--- src/hw/rtl/wst_pkg.sv ---
// ----------------------------------------------------------------------------
// wst_pkg: shared types and constants for the window slot table
// Operation codes, sequencer states, slot reset values and the structs that
// carry slot storage write and read data.
// ----------------------------------------------------------------------------
package wst_pkg;

    typedef enum logic [1:0] {
        OP_ALLOC = 2'd0,
        OP_FREE  = 2'd1,
        OP_TAKE  = 2'd2,
        OP_COUNT = 2'd3
    } op_t;

    typedef enum logic [1:0] {
        ST_IDLE   = 2'd0,
        ST_SCAN   = 2'd1,
        ST_UPDATE = 2'd2,
        ST_RESULT = 2'd3
    } state_t;

    localparam logic [31:0]        SEQ_NONE    = 32'hFFFF_FFFF;
    localparam logic [7:0]         ANS_RESET   = 8'd32;
    localparam logic signed [31:0] ERR_RESET   = -32'sd1;
    localparam logic [4:0]         SLOTS_RESET = 5'd16;

    // write side of the slot storage
    typedef struct packed {
        logic               we_all;   // store seq, answer and error
        logic               we_seq;   // store seq only
        logic [31:0]        seq;
        logic [7:0]         ans;
        logic signed [31:0] err;
    } wst_wr_t;

    // registered read side, never-written entries show reset values
    typedef struct packed {
        logic [31:0]        seq;
        logic [7:0]         ans;
        logic signed [31:0] err;
    } wst_rd_t;

endpackage

--- src/hw/rtl/wst_slot_mem.sv ---
// ----------------------------------------------------------------------------
// wst_slot_mem: slot contents storage
// Sequence, answer and error memories with one write and one registered read
// port. A per-entry written bit makes untouched entries read as reset values.
// ----------------------------------------------------------------------------
module wst_slot_mem
    import wst_pkg::*;
#(
    parameter int DEPTH = 16,
    parameter int AW    = 4
) (
    input  logic          aclk,
    input  logic          aresetn,
    input  wst_wr_t       wr,
    input  logic [AW-1:0] wr_addr,
    input  logic [AW-1:0] rd_addr,
    output wst_rd_t       rd
);

    logic [31:0]        seq_mem [DEPTH];
    logic [7:0]         ans_mem [DEPTH];
    logic signed [31:0] err_mem [DEPTH];

    logic [DEPTH-1:0]   written_reg;
    logic               written_q_reg;
    logic [31:0]        seq_q_reg;
    logic [7:0]         ans_q_reg;
    logic signed [31:0] err_q_reg;

    always_ff @(posedge aclk) begin
        if (wr.we_all) begin
            seq_mem[wr_addr] <= wr.seq;
            ans_mem[wr_addr] <= wr.ans;
            err_mem[wr_addr] <= wr.err;
        end else if (wr.we_seq) begin
            seq_mem[wr_addr] <= wr.seq;
        end
        seq_q_reg <= seq_mem[rd_addr];
        ans_q_reg <= ans_mem[rd_addr];
        err_q_reg <= err_mem[rd_addr];
    end

    always_ff @(posedge aclk) begin
        if (!aresetn) begin
            written_reg   <= '0;
            written_q_reg <= 1'b0;
        end else begin
            if (wr.we_all) begin
                written_reg[wr_addr] <= 1'b1;
            end
            written_q_reg <= written_reg[rd_addr];
        end
    end

    assign rd.seq = written_q_reg ? seq_q_reg : SEQ_NONE;
    assign rd.ans = written_q_reg ? ans_q_reg : ANS_RESET;
    assign rd.err = written_q_reg ? err_q_reg : ERR_RESET;

endmodule

--- src/hw/rtl/window_slot_table.sv ---
// ----------------------------------------------------------------------------
// window_slot_table: transmit-window slot table
// Allocate, free-by-sequence, take and count operations over a slot table.
// ----------------------------------------------------------------------------
// One transaction at a time: the block takes an operation, walks the first
// slots_in_use slots (saturated to MAX_SLOTS) one slot per cycle, then applies
// the change and presents one result. From accept to result valid, an
// operation issues one read per scanned slot, drains the registered read of
// the last slot, runs one update step and loads the result once the output
// register is free. The scan loop reads one entry of the slot memory per
// cycle through its registered read port. s_ready is high only while the
// sequencer is idle, which it re-enters in the same cycle as the result is
// loaded, so a new operation is accepted only once the previous one is done.
// The result sits in an output register, so the next transaction is accepted
// while a result still waits for m_ready.
// Allocate claims the lowest non-busy slot; free matches the lowest slot whose
// stored sequence number equals s_seq_num (all ones matches a slot holding no
// number, busy or not) and clears it; take clears the lowest busy slot but
// keeps its sequence number. m_free_slots counts non-busy slots among those in
// use after the operation. On a miss, or for count-only, m_success is 0 and the
// slot fields read 0. slots_in_use (cfg_wr_data) may only be written while idle.
// ----------------------------------------------------------------------------
module window_slot_table
    import wst_pkg::*;
#(
    parameter int MAX_SLOTS = 16
) (
    input  logic               aclk,
    input  logic               aresetn,

    input  logic               cfg_wr_en,
    input  logic [4:0]         cfg_wr_data,

    input  logic               s_valid,
    output logic               s_ready,
    input  logic [1:0]         s_op,
    input  logic [31:0]        s_seq_num,
    input  logic [7:0]         s_answer_type,
    input  logic signed [31:0] s_error_code,

    output logic               m_valid,
    input  logic               m_ready,
    output logic               m_success,
    output logic [3:0]         m_slot_index,
    output logic [4:0]         m_free_slots,
    output logic [31:0]        m_slot_seq,
    output logic [7:0]         m_slot_answer_type,
    output logic signed [31:0] m_slot_error
);

    // slot index width and slot count width
    localparam int          IW    = (MAX_SLOTS > 1) ? $clog2(MAX_SLOTS) : 1;
    localparam int          NW    = $clog2(MAX_SLOTS + 1);
    localparam logic [31:0] MAX_W = 32'(MAX_SLOTS);

    state_t             state_reg, state_next;
    logic [4:0]         cfg_slots_reg;

    // transaction captured at accept
    op_t                op_reg, op_next;
    logic [31:0]        seq_reg, seq_next;
    logic [7:0]         ans_reg, ans_next;
    logic signed [31:0] err_reg, err_next;
    logic [NW-1:0]      n_reg, n_next;

    // scan loop: issue stage walks busy flags, check stage sees memory data
    logic [NW-1:0]      iss_reg, iss_next;
    logic               chk_vld_reg, chk_vld_next;
    logic [IW-1:0]      chk_idx_reg, chk_idx_next;
    logic               found_reg, found_next;
    logic [IW-1:0]      hit_reg, hit_next;
    logic               hit_busy_reg, hit_busy_next;
    logic [NW-1:0]      cnt_reg, cnt_next;

    logic [MAX_SLOTS-1:0] busy_reg, busy_next;

    // result register
    logic               m_valid_reg, m_valid_next;
    logic               res_success_reg, res_success_next;
    logic [3:0]         res_index_reg, res_index_next;
    logic [4:0]         res_free_reg, res_free_next;
    logic [31:0]        res_seq_reg, res_seq_next;
    logic [7:0]         res_ans_reg, res_ans_next;
    logic signed [31:0] res_err_reg, res_err_next;

    // slot memory interface
    wst_wr_t            mem_wr;
    logic [IW-1:0]      mem_rd_addr;
    wst_rd_t            mem_rd;

    logic [31:0]        cfg_ext;
    logic [NW-1:0]      n_sat;
    logic               issue_ok;
    logic               busy_iss;
    logic               scan_done;
    logic               out_free;

    wst_slot_mem #(
        .DEPTH (MAX_SLOTS),
        .AW    (IW)
    ) u_slot_mem (
        .aclk    (aclk),
        .aresetn (aresetn),
        .wr      (mem_wr),
        .wr_addr (hit_reg),
        .rd_addr (mem_rd_addr),
        .rd      (mem_rd)
    );

    // slots in use, saturated to the table size
    assign cfg_ext   = {27'b0, cfg_slots_reg};
    assign n_sat     = (cfg_ext > MAX_W) ? MAX_W[NW-1:0] : cfg_ext[NW-1:0];

    assign issue_ok  = (iss_reg < n_reg);
    assign busy_iss  = busy_reg[iss_reg[IW-1:0]];
    assign scan_done = !issue_ok && !chk_vld_reg;
    assign out_free  = !m_valid_reg || m_ready;

    // ---- sequencer: next state ----
    always_comb begin
        state_next = state_reg;
        case (state_reg)
            ST_IDLE: begin
                if (s_valid) begin
                    state_next = ST_SCAN;
                end
            end
            ST_SCAN: begin
                if (scan_done) begin
                    state_next = ST_UPDATE;
                end
            end
            ST_UPDATE: begin
                state_next = ST_RESULT;
            end
            ST_RESULT: begin
                if (out_free) begin
                    state_next = ST_IDLE;
                end
            end
            default: begin
                state_next = ST_IDLE;
            end
        endcase
    end

    // ---- sequencer: outputs ----
    always_comb begin
        s_ready     = 1'b0;
        mem_rd_addr = hit_reg;
        mem_wr      = '0;
        case (state_reg)
            ST_IDLE: begin
                s_ready = 1'b1;
            end
            ST_SCAN: begin
                mem_rd_addr = iss_reg[IW-1:0];
            end
            ST_UPDATE: begin
                // read at hit sees contents before the write, fine for free/take
                mem_wr.seq = seq_reg;
                mem_wr.ans = ans_reg;
                mem_wr.err = err_reg;
                if (found_reg && op_reg == OP_ALLOC) begin
                    mem_wr.we_all = 1'b1;
                end
                if (found_reg && op_reg == OP_FREE) begin
                    mem_wr.we_seq = 1'b1;
                    mem_wr.seq    = SEQ_NONE;
                end
            end
            ST_RESULT: begin
                mem_rd_addr = hit_reg;
            end
            default: begin
                s_ready = 1'b0;
            end
        endcase
    end

    // ---- datapath ----
    always_comb begin
        op_next          = op_reg;
        seq_next         = seq_reg;
        ans_next         = ans_reg;
        err_next         = err_reg;
        n_next           = n_reg;
        iss_next         = iss_reg;
        chk_vld_next     = chk_vld_reg;
        chk_idx_next     = chk_idx_reg;
        found_next       = found_reg;
        hit_next         = hit_reg;
        hit_busy_next    = hit_busy_reg;
        cnt_next         = cnt_reg;
        busy_next        = busy_reg;
        m_valid_next     = m_valid_reg && !m_ready;
        res_success_next = res_success_reg;
        res_index_next   = res_index_reg;
        res_free_next    = res_free_reg;
        res_seq_next     = res_seq_reg;
        res_ans_next     = res_ans_reg;
        res_err_next     = res_err_reg;

        case (state_reg)
            ST_IDLE: begin
                if (s_valid) begin
                    op_next       = op_t'(s_op);
                    seq_next      = s_seq_num;
                    ans_next      = s_answer_type;
                    err_next      = s_error_code;
                    n_next        = n_sat;
                    iss_next      = '0;
                    chk_vld_next  = 1'b0;
                    chk_idx_next  = '0;
                    found_next    = 1'b0;
                    hit_next      = '0;
                    hit_busy_next = 1'b0;
                    cnt_next      = '0;
                end
            end
            ST_SCAN: begin
                chk_vld_next = issue_ok;
                chk_idx_next = iss_reg[IW-1:0];
                if (issue_ok) begin
                    iss_next = iss_reg + 1'b1;
                    cnt_next = cnt_reg + NW'(!busy_iss);
                    if (!found_reg && ((op_reg == OP_ALLOC && !busy_iss) ||
                                       (op_reg == OP_TAKE && busy_iss))) begin
                        found_next = 1'b1;
                        hit_next   = iss_reg[IW-1:0];
                    end
                end
                // free matches in the cycle after the issue, on registered memory data
                if (chk_vld_reg && !found_reg && op_reg == OP_FREE &&
                    mem_rd.seq == seq_reg) begin
                    found_next    = 1'b1;
                    hit_next      = chk_idx_reg;
                    hit_busy_next = busy_reg[chk_idx_reg];
                end
            end
            ST_UPDATE: begin
                if (found_reg) begin
                    case (op_reg)
                        OP_ALLOC: begin
                            busy_next[hit_reg] = 1'b1;
                            cnt_next           = cnt_reg - 1'b1;
                        end
                        OP_FREE: begin
                            busy_next[hit_reg] = 1'b0;
                            cnt_next           = cnt_reg + NW'(hit_busy_reg);
                        end
                        OP_TAKE: begin
                            busy_next[hit_reg] = 1'b0;
                            cnt_next           = cnt_reg + 1'b1;
                        end
                        default: begin
                            cnt_next = cnt_reg;
                        end
                    endcase
                end
            end
            ST_RESULT: begin
                if (out_free) begin
                    m_valid_next     = 1'b1;
                    res_success_next = found_reg;
                    res_free_next    = 5'(cnt_reg);
                    res_index_next   = '0;
                    res_seq_next     = '0;
                    res_ans_next     = '0;
                    res_err_next     = '0;
                    if (found_reg) begin
                        res_index_next = 4'(hit_reg);
                        res_seq_next   = mem_rd.seq;
                        res_ans_next   = mem_rd.ans;
                        res_err_next   = mem_rd.err;
                        if (op_reg == OP_ALLOC) begin
                            res_seq_next = seq_reg;
                            res_ans_next = ans_reg;
                            res_err_next = err_reg;
                        end
                        if (op_reg == OP_FREE) begin
                            res_seq_next = SEQ_NONE;
                        end
                    end
                end
            end
            default: begin
                found_next = found_reg;
            end
        endcase
    end

    // ---- control registers ----
    always_ff @(posedge aclk) begin
        if (!aresetn) begin
            state_reg     <= ST_IDLE;
            cfg_slots_reg <= SLOTS_RESET;
            busy_reg      <= '0;
            m_valid_reg   <= 1'b0;
            chk_vld_reg   <= 1'b0;
            found_reg     <= 1'b0;
            iss_reg       <= '0;
            n_reg         <= '0;
            cnt_reg       <= '0;
        end else begin
            state_reg   <= state_next;
            if (cfg_wr_en) begin
                cfg_slots_reg <= cfg_wr_data;
            end
            busy_reg    <= busy_next;
            m_valid_reg <= m_valid_next;
            chk_vld_reg <= chk_vld_next;
            found_reg   <= found_next;
            iss_reg     <= iss_next;
            n_reg       <= n_next;
            cnt_reg     <= cnt_next;
        end
    end

    // ---- payload registers ----
    always_ff @(posedge aclk) begin
        op_reg          <= op_next;
        seq_reg         <= seq_next;
        ans_reg         <= ans_next;
        err_reg         <= err_next;
        chk_idx_reg     <= chk_idx_next;
        hit_reg         <= hit_next;
        hit_busy_reg    <= hit_busy_next;
        res_success_reg <= res_success_next;
        res_index_reg   <= res_index_next;
        res_free_reg    <= res_free_next;
        res_seq_reg     <= res_seq_next;
        res_ans_reg     <= res_ans_next;
        res_err_reg     <= res_err_next;
    end

    assign m_valid            = m_valid_reg;
    assign m_success          = res_success_reg;
    assign m_slot_index       = res_index_reg;
    assign m_free_slots       = res_free_reg;
    assign m_slot_seq         = res_seq_reg;
    assign m_slot_answer_type = res_ans_reg;
    assign m_slot_error       = res_err_reg;

`ifndef SYNTHESIS
    // free count never exceeds the slots scanned
    a_cnt_bound: assert property (@(posedge aclk) disable iff (!aresetn)
        cnt_reg <= n_reg)
        else $error("free count above slots in use");

    // busy flags only move in the update step
    a_busy_hold: assert property (@(posedge aclk) disable iff (!aresetn)
        (state_reg != ST_UPDATE) |=> $stable(busy_reg))
        else $error("busy flags changed outside update");

    // a miss reports zero slot fields
    a_miss_zero: assert property (@(posedge aclk) disable iff (!aresetn)
        (m_valid_reg && !res_success_reg) |->
            (res_index_reg == 4'd0 && res_seq_reg == 32'd0 && res_ans_reg == 8'd0))
        else $error("miss with nonzero slot fields");

    // accepted transaction closes the input until the result is loaded
    a_one_at_a_time: assert property (@(posedge aclk) disable iff (!aresetn)
        (s_valid && s_ready) |=> !s_ready)
        else $error("second transaction accepted during scan");
`endif

endmodule
--- config.mk ---
export PLATFORM = sky130hd
export DESIGN_NAME = window_slot_table
export DESIGN_NICKNAME = d
export VERILOG_FILES = /design/src/hw/rtl/wst_pkg.sv /design/src/hw/rtl/wst_slot_mem.sv /design/src/hw/rtl/window_slot_table.sv
export SDC_FILE = /design/constraint.sdc
export NUM_CORES = 2
export LEC_CHECK = 0
export ABC_CLOCK_PERIOD_IN_PS = 7500
export BUFFER_PORTS_ARGS = -buffer_cell sky130_fd_sc_hd__buf_2
export CORE_UTILIZATION = 61
export DETAILED_ROUTE_END_ITERATION = 7
export GPL_ROUTABILITY_DRIVEN = 1
export PLACE_DENSITY = 0.78
export SLEW_MARGIN = 5
export SYNTH_ARGS = -nofsm -noshare
export SYNTH_HDL_FRONTEND = slang
export SYNTH_SLANG_ARGS = --single-unit
--- constraint.sdc ---
create_clock -name aclk -period 7.5 [get_ports aclk]
set_input_delay 0.375 -clock aclk [delete_from_list [all_inputs] [get_ports aclk]]
set_output_delay 0.375 -clock aclk [all_outputs]
set_load 0.05 [all_outputs]
## Word-level counts from Yosys, hierarchy flattened

Memories as Yosys holds them, arrays and structs flattened. A register that Yosys moved wholly into a read port is not among the register bits.
Cells that the tools add are included.

| word-level totals | value |
|---|---|
| register bits | 223 |
| logic and storage cells | 148 |
| memory bits (writable) | 1152 |
| memories | 3 |
| bits of input ports | 84 |
| output and inout bits | 84 |

Memories:

| name | depth | width | read ports | clocked after Yosys merged registers in | write ports | RTL line | source |
|---|---|---|---|---|---|---|---|
| u_slot_mem.err_mem | 16 | 32 | 1 | 1 | 1 | wst_slot_mem.sv:22 | `logic signed [31:0] err_mem [DEPTH];` |
| u_slot_mem.seq_mem | 16 | 32 | 1 | 1 | 1 | wst_slot_mem.sv:20 | `logic [31:0] seq_mem [DEPTH];` |
| u_slot_mem.ans_mem | 16 | 8 | 1 | 1 | 1 | wst_slot_mem.sv:21 | `logic [7:0] ans_mem [DEPTH];` |

| cells by class | value |
|---|---|
| multiplexer cells | 55 |
| reductions and logical operators | 34 |
| add/subtract/negate cells | 5 |
| bitwise operators | 5 |
| $lt $le $gt $ge | 7 |
| eq/ne operators | 15 |

Operators with widths:

| operator | number |
|---|---|
| $mux W32 | 6 |
| $mux W74 | 1 |
| $mux W33 | 1 |
| $eq A32 B32 Y1 | 1 |
| $or A16 B16 Y16 | 2 |
| $pmux W16 S2 | 1 |
| $pmux W5 S3 | 2 |
| $mux W5 | 5 |
| $lt A4 B5 Y1 const B | 4 |
| $mux W4 | 5 |
| $mux W1 | 18 |
| $and A16 B16 Y16 | 1 |
| $mux W8 | 2 |
| $not A16 Y16 | 1 |
| $pmux W4 S2 | 2 |
| $bmux W1 S4 | 3 |
| $ne A2 B2 Y1 const B | 6 |
| $reduce_and A3 Y1 | 4 |
| $logic_and A1 B1 Y1 | 11 |
| $add A5 B1 Y5 | 2 |
| $add A5 B1 Y5 const B | 2 |
| $pmux W5 S2 | 1 |
| $pmux W2 S4 | 1 |
| $eq A2 B2 Y1 const B | 3 |
| 20 further kinds | 36 |

## Depth between registers and ports, before layout

| depth | value |
|---|---|
| word-level depth | 10 |
| gate-level depth with buffers | 16 |
| depth with buffers taken out | 15 |

## By module

From an unflattened synthesis, not the netlist that was laid out.

| second synthesis, totals | value |
|---|---|
| cell total of the unflattened synthesis | 2794 |
| area, all modules | 55530.8 um^2 |

By module, submodules not included:

| module | cells each | instances | area an instance (um^2) |
|---|---|---|---|
| wst_slot_mem | 2010 | 1 | 45741.4 |
| window_slot_table | 784 | 1 | 9789.4 |

## Worst setup path after synthesis

No wires, ideal clock.

| timing path | value |
|---|---|
| path type | reg-to-reg |
| from | register m_valid_reg, in the netlist m_valid |
| to | register res_free_reg[0], in the netlist m_free_slots[0], enable pin |
| path buffers | 0 |
| arrival | 4345 ps |
| path slack | 2622 ps |
| stages on the path, launching flop included | 3 |
| period minus slack after synthesis | 4878 ps |
| cells stage by stage | dfxtp_1 -> nor2b_1 -> nor2b_1 |

| between the ends | value |
|---|---|
| longest elaborated chain between the ends | 3 |

RTL lines:

| item | RTL line | source |
|---|---|---|
| start, declared | window_slot_table.sv:78 | `logic m_valid_reg, m_valid_next;` |
| start signal, assigned | window_slot_table.sv:311 | `m_valid_reg <= m_valid_next;` |
| $logic_not A1 Y1 | window_slot_table.sv:117 | `assign out_free = !m_valid_reg \|\| m_ready;` |
| $logic_or A1 B1 Y1 | window_slot_table.sv:117 |  |
| $reduce_and A2 Y1 (no line) | -- |  |
| end signal, assigned | window_slot_table.sv:331 | `res_free_reg <= res_free_next;` |
| end, declared | window_slot_table.sv:81 | `logic [4:0] res_free_reg, res_free_next;` |

Every way passes these cells.
A chain may end at the register's enable or synchronous reset.

## Worst setup path in the final report

| timing path | value |
|---|---|
| from | register state_reg[1] |
| to | register u_slot_mem.seq_q_reg[20] (read register of u_slot_mem.seq_mem) |

| between the ends | value |
|---|---|
| longest elaborated chain between the ends | 2 |

RTL lines:

| item | RTL line | source |
|---|---|---|
| start, declared | window_slot_table.sv:56 | `state_t state_reg, state_next;` |
| start signal, assigned | window_slot_table.sv:306 | `state_reg <= state_next;` |
| $eq A2 B1 Y1 | window_slot_table.sv:152 | `case (state_reg)` |
| $mux W4 | window_slot_table.sv:152 |  |
| end, declared | wst_slot_mem.sv:26 | `logic [31:0] seq_q_reg;` |

Every way passes these cells.

==> results.md <==
Placed design:
- The count of placed standard cells including taps is 4,271.
- Input and output buffers added on the ports amount to between 150 and 200.
- Routability-driven placement finished with a final weighted congestion of 0.827.
- The placed standard-cell area is 58,200 um2.
- Before CTS, the worst setup slack after placement is between 3 and 4 ns.
- The HPWL after detailed placement is between 60,000 and 70,000 um.

Power and ir drop:
- The share of total power consumed by net switching is approximately 30%.
- Across the VDD grid, the largest voltage drop is approximately 0.00039 V.
- The power per cell area is 361 nW/um2.
- The part of the total power dissipated in sequential elements is roughly 43%.
- The cell leakage power is around 22 nW.
- The overall power after layout is between 20 and 25 mW.
- For this design the total switching power over the nets is 6.95 mW.
- The part of the power in combinational logic is 25.2%.
- The cell internal power dissipation is roughly 16 mW.
- The clock network accounts for between 30% and 40% of the total power.

Die:
- After floorplanning, the core was divided into 110 placement rows.
- From left edge to right edge, the die measures just over 300 um.
- The die covers roughly 93,000 um2.
- The vertical extent of the die is between 300 and 400 um.
- In this run the standard cell core region covers between 90,000 and 100,000 um2.
- The number of ports placed on the die boundary is roughly 170.
- For this configuration, the core starts out at a cell density of roughly three fifths.

GRT:
- The pin count of the biggest net entering global routing is 149.
- Across every metal layer, demand over resource in global routing totals between 20% and 30%.
- The via count of the first global-routing pass is 31,800.
- The first global-routing pass estimated a little over 200,000 um of wire.
- The residual overflow from global routing is 0.
- The initial antenna violation count came to 0.

Run:
- The tool flagged a number of max-cap violations equal to 0.

Synth:
- After synthesis the netlist holds a flip-flop and latch count of 1,447.
- Summing the sequential cell areas from Yosys gives 75.5% of the chip area.
- The area fraction in and, or, nand and nor cells after synthesis is around 5.7%.
- The most used flip-flop cell after synthesis is edfxtp_1.
- The adder and majority gate portion of the synthesized area is 0.417%.
- The share of the synthesized area in compound gates (AO/OA/AOI/OAI) is approximately 4%.
- For this run, the number of Yosys warnings is 0.
- The largest family of logic cells by synthesized area is multiplexers.
- The multiplexer area fraction after synthesis is between 10% and 20%.
- The average instance in the mapped netlist occupies approximately 18 um2.
- The net count after synthesis is 3,148.
- The number of enable-type register cells in the synthesized netlist is roughly 1,300.
- The number of different library cells used by synthesis comes to 60.
- The synthesized instance count is around 3,000.
- The async set-reset flop share out of synthesis is 0%.
- The XOR/XNOR share of the synthesized area is less than 1%.
- The post-synthesis instance area is 55,900 um2.

Timing:
- The final critical path takes up between 50% and 60% of the cycle.
- The peak clock frequency supported by timing is between 200 and 250 MHz.
- The normalized max-slew margin is between 20 and 30%.
- Setup repair after global routing left no endpoint under its margin.
- The final setup violation count is 0.
- The clock period minus final worst setup slack is 4.44 ns.
- The max-slew violation count was 0.
- Summed over all failing endpoints, the final setup total negative slack is 0 ns.
- Setup slack on the critical path of the routed design comes to 3.06 ns.
- At the pin with the least slew margin, the transition time is roughly 1.1 ns.
- The number of endpoints with negative hold slack in the final report is 0.
- The final clock skew is about 0.027 ns.

Critical path:
- The worst setup path is captured at a flip-flop.
- The worst-path maximum fanout is around 120.
- The critical path launch point type is a flip-flop.
- STA puts the critical path data required time at ~8 ns.
- Data on the critical path arrives at its endpoint at 4.98 ns.
- The classification of the worst setup path is flip-flop to flip-flop.

Cells and area:
- The repair_antennas step left the layout with diodes totalling 0.
- The most common library cell in the layout ignoring fill and taps is edfxtp_1.
- In the final layout, the registers with the most flip-flops are u_slot_mem.err_mem: 512 flops, u_slot_mem.seq_mem: 512 flops, u_slot_mem.ans_mem: 128 flops.
- Summing all non-filler instances in the final layout gives an area of between 60,000 and 70,000 um2.
- The non-filler instance count after layout is approximately 4,600.
- The number of nets in the layout is ~3,400.
- Cells with a size suffix above 1 make up 23.2% of the layout.
- The area added between synthesis and finish is 14.4%.
- The top cell types in the final layout, fill and taps aside, are edfxtp_1 (1,317), mux4_2 (297), nand2_1 (260).

CTS:
- Once the clock tree was built, the setup fixing pass inserted 0 buffers.
- The clock edge transition at the registers on the reported setup and hold paths is 0.06 ns.
- For this design, the CTS-stage hold fixing added 86 buffers.
- The post-cts sizing count is 0.
- No sink is reached through more buffers than the 3 on the longest clock path.
- The H-tree depth is 4.
- The TritonCTS clock tree is done.
- The clock insertion delay at the later pin of the skew report is ~0.75 ns.
- The clock drives between 1,000 and 1,500 sinks.
- Buffers inserted during clock tree synthesis total around 140.
- The root buffer selected by CTS is clkbuf_16.

Detailed routing:
- The final antenna-violating net count is 0.
- After detailed routing, the number of remaining DRC violations is 0.
- In the routed layout, each cell is associated on average with a via count of 6.67.
- In the final routed layout, each cell accounts on average for between 20 and 30 um.
- The total length of routed wires is 137,000 um.
- The first-pass iteration count of the detailed router is 8.
- The number of violations reported at the end of detailed-routing iteration 0 is approximately 4,000.
- For this block, the via count after detailed routing is 30,800.

Run status:
- The run finished with clean final reports.

Hold path:
- The min-delay analysis places its worst path in the category primary input to flip-flop.
==> critical path: stages, from the launching register on <==
cell      delay [ns]
dfxtp_1         0.35
inv_1           0.10
ha_1            0.80
inv_2           0.22
a21oi_4         0.30
buf_12          0.68
buf_4           0.51
mux4_2          0.54
and2_1          0.17
a211oi_1        0.26
a31oi_1         0.10
==> power by group through the flow <==
stage | sequential (mW) | combinational, mW | clock [mW]
floorplan | 10.2 | 4.12 | 0
global placement | 10.1 | 5.47 | 0
detailed placement | 10.1 | 5.66 | 0
CTS | 9.98 | 5.81 | 7.30
global route | 10.0 | 6.19 | 7.62
finish | 10.0 | 5.82 | 7.25
==> kinds of logic after synthesis <==
kind of cell               count (synthesis)
AOI/OAI and AO/OA                        331
xor gates and xnor gates                  14
adders and majority gates                 18
buffers and inverters                    224
DFF                                     1447
muxes                                    328
and+or+nand+nor                          684
==> final cells by class <==
| class | instances | area (um2) |
|---|---|---|
| fill | 5067 | 26500 |
| inverter | 47 | 180 |
| clock buffer | 186 | 3970 |
| timing repair buffer | 312 | 2200 |
| multi-input combinational | 1375 | 13100 |
| sequential | 1447 | 42200 |
| tap | 1176 | 1470 |
| clock inverter | 76 | 822 |
==> cell usage after synthesis (27+ instances only) <==
cell / n / area, um2
edfxtp_1: 1317 / 39500
mux4_2: 297 / 6690
nand2_1: 260 / 976
nor2_1: 206 / 773
dfxtp_1: 130 / 2600
clkbuf_1: 122 / 458
and2_1: 118 / 738
a211oi_1: 104 / 781
a31oi_1: 76 / 475
a21oi_1: 49 / 245
inv_1: 41 / 154
o22ai_1: 40 / 250
mux2i_1: 31 / 310
buf_2: 27 / 135
==> stage by stage <==
| step | util, % | hold WS, ns |
|---|---|---|
| after floorplan | - | 0.422 |
| after global placement | 64.4 | 0.436 |
| after detailed placement | 64.4 | 0.447 |
| after CTS | 70.6 | 0.0559 |
| after global routing | 70.6 | 0.0775 |
| final | 70.6 | 0.0583 |
==> path summary, 6_finish.rpt <==
kind	end	startpoint	cells after the start	slack, ns
setup / recovery	u_slot_mem.seq_q_reg[20]	state_reg[1]	10	3.06
hold reg to reg	m_free_slots[4]	cnt_reg[4]	0	0.46
hold / removal	m_valid	m_ready	4	0.06
setup reg to reg	u_slot_mem.seq_q_reg[20]	state_reg[1]	10	3.06
==> layer usage <==
metal / up-vias / global-route usage (%) / part of all wire [%]
met1: 15800 / 39.5 / 36
met2: 2069 / 49.4 / 51
met3: 355 / 5.69 / 9.9
li1: 12600 / - / -
met4: 0 / 12.0 / 3.6
met5: - / 0 / 0
Note: power is estimated with default switching activity, not from simulation.
